$ cat config.mk
export PLATFORM = sky130hd
export DESIGN_NAME = hvt_mat_regs_flat
export DESIGN_NICKNAME = d
export VERILOG_FILES = /design/src/sv/hvt_pkg.sv /design/src/sv/hvt_if.sv /design/src/sv/hvt_mat_regs.sv /design/src/flat_wrapper.sv
export SDC_FILE = /design/constraint.sdc
export NUM_CORES = 1
export LEC_CHECK = 0
export BUFFER_PORTS_ARGS = -buffer_cell sky130_fd_sc_hd__buf_2
export CAP_MARGIN = 20
export CORE_AREA = 10 10 219 221
export CTS_CLUSTER_SIZE = 12
export DETAILED_ROUTE_END_ITERATION = 6
export DIE_AREA = 0 0 229 231
export PLACE_DENSITY = 0.86
export SYNTH_ARGS = -nofsm -noshare
export SYNTH_HDL_FRONTEND = slang
export SYNTH_SLANG_ARGS = --single-unit
$ cat constraint.sdc
create_clock -name i_clk -period 30.8 [get_ports i_clk]
set_input_delay 6.16 -clock i_clk [delete_from_list [all_inputs] [get_ports i_clk]]
set_output_delay 6.16 -clock i_clk [all_outputs]
set_load 0.005 [all_outputs]
$ cat src/sv/hvt_pkg.sv
// Shared constants, types and reset values for the homogeneous vertex transform.
`default_nettype none

package hvt_pkg;

    // Field and number format.
    localparam int FLD_W     = 32;
    localparam int FRAC_BITS = 16;
    localparam int COORD_W   = 32;

    // Configuration port.
    localparam int CFG_W     = 64;
    localparam int CFG_IDX_W = 8;
    localparam int NUM_REGS  = 8;
    localparam int REG_IDX_W = $clog2(NUM_REGS);

    // Datapath widths.
    localparam int LANES  = 3;
    localparam int PROD_W = 2 * COORD_W;
    localparam int SUM_W  = 2 * COORD_W + 1;
    localparam int MAG_W  = SUM_W;
    localparam int NUM_W  = MAG_W + FRAC_BITS;
    localparam int QB     = COORD_W;
    localparam int HI_W   = NUM_W - QB;
    localparam int CMP_W  = (HI_W > MAG_W) ? HI_W : MAG_W;
    localparam int STEPS  = QB;

    // Register reset values: identity matrix.
    localparam logic [CFG_W-1:0] ONE_LO = CFG_W'(1) << FRAC_BITS;
    localparam logic [CFG_W-1:0] ONE_HI = CFG_W'(1) << (FRAC_BITS + 32);
    localparam logic [CFG_W-1:0] MTX_RST [NUM_REGS] = '{
        ONE_LO, '0, ONE_HI, '0, '0, ONE_LO, '0, ONE_HI
    };

    // Matrix entries, row by column, each a signed coefficient.
    typedef logic [3:0][3:0][COORD_W-1:0] t_mtx;

    // Column sums handed from the dot-product stages to the divider.
    typedef struct packed {
        logic                  valid;
        logic [3:0][SUM_W-1:0] sum;
    } t_dot;

    // One divider stage: partial remainder and numerator/quotient shift word per lane.
    typedef struct packed {
        logic [LANES-1:0][MAG_W-1:0] rem;
        logic [LANES-1:0][QB-1:0]    nq;
        logic [LANES-1:0]            neg;
        logic [LANES-1:0]            ovf;
        logic [MAG_W-1:0]            den;
        logic                        wz;
    } t_dstg;

    // Finished result.
    typedef struct packed {
        logic                        valid;
        logic [LANES-1:0][FLD_W-1:0] coord;
        logic                        w_zero;
        logic                        saturated;
    } t_res;

endpackage

`default_nettype wire

$ cat src/sv/hvt_if.sv
// Channel interfaces: vertex requests, result requests and register writes.
`default_nettype none


interface hvt_cfg_if;
    logic        valid;
    logic        ready;
    logic [7:0]  index;
    logic [63:0] data;

    modport source(output valid, index, data, input ready);
    modport sink(input valid, index, data, output ready);
endinterface

`default_nettype wire

$ cat src/sv/hvt_mat_regs.sv
// Matrix register file written through the configuration channel.
`default_nettype none

module hvt_mat_regs (
    input  wire            i_clk,
    input  wire            i_rst_n,
    hvt_cfg_if.sink        i_cfg,
    output hvt_pkg::t_mtx  o_mtx
);
    import hvt_pkg::*;

    logic [CFG_W-1:0] r_regs [NUM_REGS];
    logic             w_wr;

    // Writes are always taken; an index past the last register is dropped.
    assign i_cfg.ready = 1'b1;
    assign w_wr = i_cfg.valid && (i_cfg.index < CFG_IDX_W'(NUM_REGS));

    always_ff @(posedge i_clk) begin
        if (!i_rst_n) begin
            for (int k = 0; k < NUM_REGS; k++) begin
                r_regs[k] <= MTX_RST[k];
            end
        end else if (w_wr) begin
            r_regs[i_cfg.index[REG_IDX_W-1:0]] <= i_cfg.data;
        end
    end

    // Each register holds two entries of one row: even column low, odd column high.
    for (genvar row = 0; row < 4; row++) begin : g_row
        for (genvar col = 0; col < 4; col++) begin : g_col
            assign o_mtx[row][col] = r_regs[row * 2 + col / 2][(col % 2) * 32 +: COORD_W];
        end
    end

endmodule

`default_nettype wire

$ cat src/flat_wrapper.sv
// flat-port wrapper written by rule: the top's interface ports become plain ports
module hvt_mat_regs_flat import hvt_pkg::*;
  (i_clk, i_rst_n, o_mtx, i_cfg_valid, i_cfg_index, i_cfg_data, i_cfg_ready);
  hvt_cfg_if i_cfg_i ();
  input  wire i_clk;
  input  wire i_rst_n;
  output hvt_pkg::t_mtx o_mtx;
  input wire logic [$bits(i_cfg_i.valid)-1:0] i_cfg_valid;
  input wire logic [$bits(i_cfg_i.index)-1:0] i_cfg_index;
  input wire logic [$bits(i_cfg_i.data)-1:0] i_cfg_data;
  output wire logic [$bits(i_cfg_i.ready)-1:0] i_cfg_ready;
  assign i_cfg_i.valid = i_cfg_valid;
  assign i_cfg_i.index = i_cfg_index;
  assign i_cfg_i.data = i_cfg_data;
  assign i_cfg_ready = i_cfg_i.ready;
  hvt_mat_regs u_core (.i_clk(i_clk), .i_rst_n(i_rst_n), .i_cfg(i_cfg_i), .o_mtx(o_mtx));
endmodule
### Yosys cells after proc, flatten, opt, wreduce, memory -nomap -nowiden

Memories as Yosys holds them, arrays and structs flattened.
Cells that the tools add are included.

| storage, ports and cells | value |
|---|---|
| output and inout bits | 513 |
| RAM bits | 512 |
| word-level logic and storage cells | 11 |
| register bits after elaboration | 0 |
| memories | 1 |
| bits of input ports | 75 |

| cells by class | value |
|---|---|
| muxes and demuxes | 7 |
| reduce and logical (&&, ||, !) cells | 2 |
| $lt $le $gt $ge | 1 |

Memory list:

| memory | depth | width | rd ports | clocked after memory_dff | wr ports | line | RTL |
|---|---|---|---|---|---|---|---|
| u_core.r_regs | 8 | 64 | 8 | 0 | 8 | hvt_mat_regs.sv:12 | `logic [CFG_W-1:0] r_regs [NUM_REGS];` |

Operators by type and width:

| cell | count |
|---|---|
| $mux 64 | 1 |
| $reduce_or 64->1 | 1 |
| $lt 8x4->1 const B | 1 |
| $mux 1 | 5 |
| $mux 3 | 1 |
| $logic_and 1x1->1 | 1 |

### Longest topological paths before layout

Gate-level depths: netlist of run 1.

| logic depth | value |
|---|---|
| depth after elaboration | 7 |
| gate-level depth with buffers | 6 |
| gate-level depth less buffers | 2 |

### Worst setup path after synthesis of run 1

Ideal clock, no wire load.

| timing | value |
|---|---|
| path kind | input to register |
| start point | in i_cfg_index[4] |
| end point | mem u_core.r_regs[2][0] (enable) |
| library setup time | 0.661 ns |
| arrival time | 13.490 ns |
| data required time | 30.139 ns |
| buffers on the path | 3 |
| cell stages on the path | 5 |
| path slack | 16.650 ns |
| path through | or3_1 clkbuf_1 buf_4 buf_2 o41ai_1 |

RTL lines:

| what | line | RTL |
|---|---|---|
| start: declaration | flat_wrapper.sv:9 | `input wire logic [$bits(i_cfg_i.index)-1:0] i_cfg_index;` |
| end: declaration | hvt_mat_regs.sv:12 |  |

==> results of run 1 <==
## kinds of logic (layout without fill, tap and decap cells)
| group | count (synthesis) | in the layout | share of synthesized area |
|---|---|---|---|
| AO/OA/AOI/OAI | 8 | 8 | 0.00315 |
| buffers and inverters | 189 | 693 | 0.0460 |
| flip-flops | 512 | 512 | 0.690 |
| other | 1 | 6 | 0.000168 |
| AND/OR/NAND/NOR | 652 | 652 | 0.260 |
## metal layers
| metal | vias to the layer above | wire length (microns) | track usage |
|---|---|---|---|
| met3 | 167 | 9520 | 0.0879 |
| met4 | 2 | 2380 | 0.0929 |
| met1 | 7784 | 26900 | 0.350 |
| met5 | - | 12 | 0 |
| met2 | 1209 | 35100 | 0.409 |
| li1 | 6527 | - | - |
## power by group through the flow
stage	clock network, uW	logic, uW	registers [uW]
finish	565	139	814
global route	594	146	816
CTS	568	138	814
detailed placement	0	137	828
global placement	0	135	827
floorplan	0	59.1	835
## area by class of cell
| cell class | instances | area [sq um] |
|---|---|---|
| clock buffer | 62 | 1360 |
| multi-input combinational | 661 | 5980 |
| sequential | 512 | 15400 |
| fill | 3209 | 17000 |
| timing repair buffer | 614 | 3190 |
| inverter | 1 | 3.75 |
| clock inverter | 16 | 88.8 |
| antenna | 5 | 12.5 |
| tap | 592 | 741 |
## synthesized netlist by cell type, drive strengths merged, types with 2 or more instances
library cell,n
buf,106
nor4,508
o41ai,8
edfxtp,512
clkbuf,82
nor2,2
nand2b,66
nand2,65
nand4,4
## metrics by stage
step           total power (uW)  area (sq um)
2_1_floorplan               894         22300
3_3_place_gp                963         25300
3_5_place_dp                965         25300
4_1_cts                    1520         26700
5_1_grt                    1560         26700
6_report                   1520         26700
## how the worst max path moves through the flow
stage | from | endpoint | depth (start not counted)
floorplan | i_cfg_index[4] | u_core.r_regs[2][0] | 5
global placement | i_rst_n | u_core.r_regs[0][50] | 7
detailed placement | i_rst_n | u_core.r_regs[6][53] | 7
CTS | i_rst_n | u_core.r_regs[6][53] | 7
global route | i_rst_n | u_core.r_regs[1][51] | 7
finish | i_rst_n | u_core.r_regs[6][53] | 7
==> metrics.csv, run 1 <==
metric,value,unit
Regs by FF count,u_core.r_regs: 512 flops,
P_sw,372,uW
Area contributors post-synth,"edfxtp_1, nor4_2, nor4_1, nand2b_1, buf_6",
mapped cell area,22300,sq um
YS warnings,0,
Cells after DPL,2379,
Synth area leader,edfxtp_1,
pin count of the biggest net entering global routing,191,
slowest CP cell,buf_4,
full die area,52900,sq um
HPWL after detailed placement,49400,microns
Hold/Removal Path Class,primary input to flip-flop,
Mapped Nets,1437,
Vias,15700,
Worst Path Max Fanout,163,
max cap viols,0,
global route overflow,0,
switching fraction of total power,0.245,
CTS-repair resized insts,0,
first-pass GRT wire length,106000,microns
static leakage,0.00845,uW
final wirelength,73900,microns
CTS tree,yes,
"commonest cells after routing, fill and taps aside","buf_2, edfxtp_1, nor4_2",
GRT Resource Usage Total,0.266,
fmax,95.9,MHz
Post-synth top flop,edfxtp_1,
critical path arrival,10.69,ns
Fin. Hold Viols,0,
number of global-route vias before repair,15000,
peak supply drop,45.0,uV
PD cells,56.7,nW/um^2
WHS Path Cells,3,
Top reg by flops,u_core.r_regs,
worst-margin pin slew,1.14,ns
Post-synth ARST share,0,
status,"finished, final reports clean",
WP data required,31.07,ns
cell chain of the critical path,"buf_2, nand4bb_4, buf_12, buf_4, buf_4, buf_4, nor4_1",
antenna violations before repair,6,
Crit path max-delay family,buffers and inverters,
remaining routing DRC violations,0,
internal power,1150,uW
post-DR wirelength/cell,30.0,microns
fin util,0.612,
core area,43700,sq um
mean post-synth cell area,16.4,sq um
# IOs,588,
Crit Path Category,primary input to flip-flop,
WP buf/inv,5,
Hold Crit Start,i_cfg_index[7],
number of synthesized flops with an enable pin,512,
H-Tree Depth,2,
Final min period,10.42,ns
Cell variety after synth,22,
Setup Buffers After CTS,0,
fin crit share,0.338,
clock buffer depth,3,
Slew headroom,0.243,
share of total power in the clock network,0.372,
number of CTS-inserted buffers,52,
power share of the sequential group,0.537,
startpoint types,primary input,
Site Rows,77,
Sink Count,512,
Setup crit end kind,flip-flop,
delay of the slowest cell on the worst path,0.98,ns
setup slack after layout,20.38,ns
area grow syn2layout,20.1,%
final antenna-violating net count,0,
Finished Layout Cells,2463,
combinational power share,0.091,
"commonest non-fill, non-tap cell in the layout",buf_2,
vias per inst,6.37,
DIE HEIGHT,231,microns
setup TNS,0,ns
initial core utilization,0.509,
CTS clock-pin slew for the worst setup and hold paths,0.06,ns
Die X-Extent,229,microns
top cell type's share of synthesized area,0.690,
max reg flops,512,
Place WS,19.83,ns
"Seq/Total Area, Yosys",0.690,
Final Slew Violations,0,
Yosys reg bits,512,
RSZ-0062 raised after global routing,no,
share of cells above drive strength 1,0.529,
CP most frequent cell,buf_4,
First DRT Iteration DRCs,2473,
Layout Nets,1917,
# port buffers,586,
clock root buffer,clkbuf_16,
GP Congestion,0.905,
final setup fails,0,
cts hold-fix bufs,0,
hold path endpoint,u_core.r_regs[0][16],
Final Hold Slack,5.95,ns
Mapped Cells,1362,
Pre-Repair DR Iteration Count,5,
Power figures use the tool's default switching activity.
==> inputs of run 2 (changes only) <==
--- a/config.mk
+++ b/config.mk
@@ -7,11 +7,11 @@
 export LEC_CHECK = 0
 export BUFFER_PORTS_ARGS = -buffer_cell sky130_fd_sc_hd__buf_2
 export CAP_MARGIN = 20
-export CORE_AREA = 10 10 219 221
+export CORE_MARGIN = 10
+export CORE_UTILIZATION = 48
 export CTS_CLUSTER_SIZE = 12
 export DETAILED_ROUTE_END_ITERATION = 6
-export DIE_AREA = 0 0 229 231
-export PLACE_DENSITY = 0.86
+export PLACE_DENSITY = 0.85
 export SYNTH_ARGS = -nofsm -noshare
 export SYNTH_HDL_FRONTEND = slang
 export SYNTH_SLANG_ARGS = --single-unit
==> constraint.sdc (replaced) <==
create_clock -name i_clk -period 8.7 [get_ports i_clk]
set_input_delay 1.74 -clock i_clk [delete_from_list [all_inputs] [get_ports i_clk]]
set_output_delay 1.74 -clock i_clk [all_outputs]
set_load 0.005 [all_outputs]
==> run 2 against run 1 <==
  * Power increased to 3.5 times the previous value
  * Setup slack worse by 17 ns
  * Core utilization down 2.4 points
  * Die area grew 4.7%
  * Critical path depth fell by 1
  * Wire length hardly changed
  * Global-route usage decreased by 1.2 points
  * Clock power increased to 3.5 times the previous value
  * Critical endpoint is now u_core.r_regs[0][53]
  * Sequential share of layout area decreased by 0.094 points
  * Largest cell class unchanged
  * Non-clock buffer count fell by 3
  * Sequential power increased to 3.5 times the previous value
==> metrics.csv, run 2 (same netlist as run 1, synthesis figures left out) <==
metric,value,unit,change
First DRT Iteration DRCs,2521,,+1.9%
"commonest non-fill, non-tap cell in the layout",buf_2,,
CP Capture Point,u_core.r_regs[0][53],,
CP most frequent cell,buf_4,,
Final min period,5.23,ns,
max layer used,met5,,
Slew headroom,0.169,,-0.0737
CTS-repair resized insts,0,,unchanged
Final Slew Violations,0,,unchanged
GRT Resource Usage Total,0.254,,-0.0123
Sink Count,512,,unchanged
cts hold-fix bufs,0,,unchanged
setup TNS,0,ns,unchanged
delay of the slowest cell on the worst path,0.94,ns,-0.04 ns
final antenna-violating net count,0,,unchanged
Worst Path Max Fanout,178,,+9.2%
max reg flops,512,,unchanged
remaining routing DRC violations,0,,unchanged
HPWL after detailed placement,49900,microns,+1.0%
H-Tree Depth,2,,unchanged
Hold/Removal Path Class,primary input to flip-flop,,
max cap viols,0,,unchanged
number of CTS-inserted buffers,52,,unchanged
M1 WL,26800,microns,-0.41%
fmax,191,MHz,
Layout Nets,1914,,-0.16%
first-pass GRT wire length,107000,microns,+0.45%
RSZ-0062 raised after global routing,no,,
Fillers,3430,,+6.9%
power consumption,5370,uW,+250%
clock buffer depth,3,,unchanged
WP data required,8.98,ns,-22.09 ns
startpoint types,primary input,,
setup slack after layout,3.47,ns,-16.90 ns
Regs by FF count,u_core.r_regs: 512 flops,,
clock root buffer,clkbuf_16,,
number of global-route vias before repair,15000,,+0.020%
CTS clock-pin slew for the worst setup and hold paths,0.06,ns,about the same
Routed met3 length,9670,microns,+1.5%
share of cells above drive strength 1,0.527,,-0.00265
DIE HEIGHT,235,microns,+1.9%
Vias,15800,,+0.53%
Place WS,2.98,ns,-16.86 ns
Fin. Hold Viols,0,,unchanged
global route overflow,0,,unchanged
Final Hold Slack,1.50,ns,-4.44 ns
# port buffers,586,,unchanged
full die area,55400,sq um,+4.7%
final setup fails,0,,unchanged
initial core utilization,0.489,,-0.0205
cell chain of the critical path,"buf_2, nand4bb_4, buf_4, buf_4, buf_12, nor4_1",,
CTS tree,yes,,
Setup crit end kind,flip-flop,,
peak supply drop,159,uV,+250%
CP Launch Point,i_rst_n,,
# IOs,588,,unchanged
static leakage,0.00849,uW,+0.50%
"commonest cells after routing, fill and taps aside","buf_2, edfxtp_1, nor4_2",,
worst-margin pin slew,1.25,ns,+0.111 ns
final wirelength,73900,microns,about the same
area grow syn2layout,20.3,%,
PD cells,201,nW/um^2,+250%
fin crit share,0.601,,
Pre-Repair DR Iteration Count,6,,+1
Setup Buffers After CTS,0,,unchanged
slowest CP cell,buf_4,,
pin count of the biggest net entering global routing,195,,+2.1%
antenna violations before repair,6,,unchanged
core area,45600,sq um,+4.2%
Die X-Extent,235,microns,+2.8%
Site Rows,78,,+1.3%
critical path arrival,5.51,ns,-5.18 ns
vias per inst,6.39,,+0.33%
GP Congestion,0.915,,+1.0%
met2 wire length,34800,microns,-0.64%
Crit Path Category,primary input to flip-flop,,
post-DR wirelength/cell,30.0,microns,-0.11%
Top reg by flops,u_core.r_regs,,
status,"finished, final reports clean",,
run 2: critical path, delay by kind of cell:
kind                   cells  cell delay (ns)
buffers and inverters      4             2.55
and+or+nand+nor            2             0.86
run 2: per-stage QoR:
stage                     area (sq um)  cells  utilization
after floorplan                  22300   1362            -
after global placement           25300   2384        0.555
after detailed placement         25300   2384        0.555
after CTS                        26800   2463        0.587
after global routing             26800   2468        0.588
final                            26800   2468        0.588
run 2: layer usage:
| metal | vias up | track usage |
|---|---|---|
| met5 | - | 0 |
| met4 | 2 | 0.0860 |
| met3 | 183 | 0.0757 |
| met2 | 1337 | 0.391 |
| met1 | 7754 | 0.339 |
| li1 | 6496 | - |
run 2: worst min path at each step:
stage	startpoint	end	slack (ns)	cells after the start
floorplan	i_cfg_data[16]	u_core.r_regs[0][16]	1.94	2
global placement	i_cfg_index[3]	u_core.r_regs[0][16]	2.08	3
detailed placement	i_cfg_index[3]	u_core.r_regs[0][16]	2.09	3
CTS	i_cfg_index[3]	u_core.r_regs[0][16]	1.48	3
global route	i_cfg_index[3]	u_core.r_regs[0][16]	1.52	3
finish	i_cfg_index[3]	u_core.r_regs[0][16]	1.50	3
run 2: final cells by class:
class	instances	area, sq um	share of cell area
clock buffer	65	1370	0.0512
antenna	4	10.0	0.000374
timing repair buffer	611	3190	0.119
inverter	1	3.75	0.000140
tap	600	751	0.0280
sequential	512	15400	0.574
multi-input combinational	661	6020	0.225
clock inverter	14	66.3	0.00248
run 2: power by group:
part           total (uW)  leakage (uW)  internal [uW]  switching [uW]
Clock                2000      0.000692           1100             901
Combinational         498       0.00294            124             374
Sequential           2880       0.00486           2830            43.2
==> inputs of run 3 (changes only) <==
--- a/config.mk
+++ b/config.mk
@@ -7,11 +7,11 @@
 export LEC_CHECK = 0
 export BUFFER_PORTS_ARGS = -buffer_cell sky130_fd_sc_hd__buf_2
 export CAP_MARGIN = 20
-export CORE_MARGIN = 10
-export CORE_UTILIZATION = 48
+export CORE_AREA = 10 10 223 225
 export CTS_CLUSTER_SIZE = 12
 export DETAILED_ROUTE_END_ITERATION = 6
-export PLACE_DENSITY = 0.85
+export DIE_AREA = 0 0 233 235
+export PLACE_DENSITY = 0.83
 export SYNTH_ARGS = -nofsm -noshare
 export SYNTH_HDL_FRONTEND = slang
 export SYNTH_SLANG_ARGS = --single-unit
==> constraint.sdc (replaced) <==
create_clock -name i_clk -period 5.16 [get_ports i_clk]
set_input_delay 1.032 -clock i_clk [delete_from_list [all_inputs] [get_ports i_clk]]
set_output_delay 1.032 -clock i_clk [all_outputs]
set_load 0.005 [all_outputs]
==> run 3 against run 2 <==
  * Clock power increased by 68%
  * Largest power group unchanged
  * Count of clock-buffer cells in the layout grew 2
  * Flip-flop and latch count unchanged
  * Critical path type unchanged
  * Critical endpoint is now u_core.r_regs[7][42]
  * Core utilization increased by 1.0 points
  * Sequential share of layout area shrank 0.36 points
  * Critical path depth is 2 lower
  * Wire length is 0.41% higher
  * Die area down 1.2%
  * Via count decreased by 0.98%
  * Global-route usage grew 0.41 points
  * Cell count increased by 0.65%
==> metrics.csv, run 3 (same netlist as run 1, synthesis figures left out) <==
metric,value,unit,change
number of CTS-inserted buffers,52,,unchanged
full die area,54800,sq um,-1.2%
WHS Path Cells,3,,unchanged
cts hold-fix bufs,0,,unchanged
static leakage,0.00860,uW,+1.2%
global route overflow,0,,unchanged
max cap viols,0,,unchanged
Top reg by flops,u_core.r_regs,,
CTS clock-pin slew for the worst setup and hold paths,0.06,ns,about the same
GP Congestion,0.924,,+1.0%
Sink Count,512,,unchanged
antenna violations before repair,16,,+10
initial core utilization,0.494,,+0.00529
Vias,15600,,-0.98%
fmax,333,MHz,
"commonest cells after routing, fill and taps aside","buf_2, edfxtp_1, nor4_2",,
startpoint types,primary input,,
RSZ-0062 raised after global routing,no,,
first-pass GRT wire length,105000,microns,-1.6%
CTS-repair resized insts,0,,unchanged
peak supply drop,270,uV,+70%
clock buffer depth,3,,unchanged
Worst Path Max Fanout,64,,-64%
Hold/Removal Path Class,primary input to flip-flop,,
GRT Resource Usage Total,0.258,,+0.00407
Setup crit end kind,flip-flop,,
critical path arrival,3.21,ns,-2.30 ns
vias per inst,6.29,,-1.6%
final setup fails,0,,unchanged
DIE HEIGHT,235,microns,-0.17%
remaining routing DRC violations,0,,unchanged
worst-margin pin slew,1.10,ns,-0.147 ns
setup slack after layout,2.16,ns,-1.32 ns
status,"finished, final reports clean",,
Regs by FF count,u_core.r_regs: 512 flops,,
number of global-route vias before repair,14900,,-0.49%
Setup Buffers After CTS,0,,unchanged
share of cells above drive strength 1,0.528,,+0.00130
pin count of the biggest net entering global routing,173,,-11%
Fin. Hold Viols,0,,unchanged
final antenna-violating net count,0,,unchanged
Pre-Repair DR Iteration Count,5,,-1
final wirelength,74200,microns,+0.41%
Final Hold Slack,0.812,ns,-0.689 ns
PD cells,336,nW/um^2,+67%
Crit Path Category,primary input to flip-flop,,
post-DR wirelength/cell,29.9,microns,-0.24%
clock root buffer,clkbuf_16,,
Site Rows,78,,unchanged
HPWL after detailed placement,50500,microns,+1.3%
Finished Cell Area,27000,sq um,+0.64%
Die X-Extent,233,microns,-1.0%
# IOs,588,,unchanged
First DRT Iteration DRCs,2299,,-8.8%
core area,45100,sq um,-1.1%
max reg flops,512,,unchanged
Final Slew Violations,0,,unchanged
WP data required,5.36,ns,-3.62 ns
Slew headroom,0.267,,+0.0982
Cells after DPL,2386,,+0.084%
"commonest non-fill, non-tap cell in the layout",buf_2,,
Place WS,1.56,ns,-1.42 ns
H-Tree Depth,2,,unchanged
# port buffers,586,,unchanged
CTS tree,yes,,
Finished Layout Cells,2484,,+0.65%
power consumption,9050,uW,+68%
Final min period,3.00,ns,
fin crit share,0.582,,
area grow syn2layout,21.1,%,
Layout Nets,1915,,+0.052%
area post-placement,25500,sq um,+0.58%
run 3: cell type report:
cell class              instances  area, sq um
inverters                       1         3.75
well taps                     600          751
flip-flops and latches        512        15400
diodes                         17         42.5
clock inverters                14         76.3
multi-input cells             661         6070
fillers                      3332        18100
clock buffers                  67         1380
repair buffers                612         3270
run 3: final timing paths:
kind	slack (ns)	from	to
worst max-delay path	2.16	i_rst_n	u_core.r_regs[7][42]
worst min-delay path	0.81	i_cfg_index[6]	u_core.r_regs[0][16]
run 3: worst max-delay path, stage by stage:
cell	delay, ns
buf_2	0.38
nand4bb_4	0.48
o41ai_4	0.46
buf_4	0.73
run 3: layer usage:
layer	share of wire	global-route usage	vias to the layer above
met4	0.041	0.108	4
li1	-	-	6529
met5	0.00031	0	-
met1	0.35	0.333	7672
met2	0.47	0.394	1230
met3	0.14	0.0844	182
run 3: metrics by stage:
stage	util	setup TNS [ns]
floorplan	-	-377.53
global placement	0.565	0
detailed placement	0.565	0
CTS	0.597	0
global route	0.598	0
finish	0.598	0
run 3: report_power, final:
group	internal [uW]	switching [uW]	leakage, uW
clock	1860	1490	0.000711
sequential	4780	76.5	0.00486
combinational	218	631	0.00303
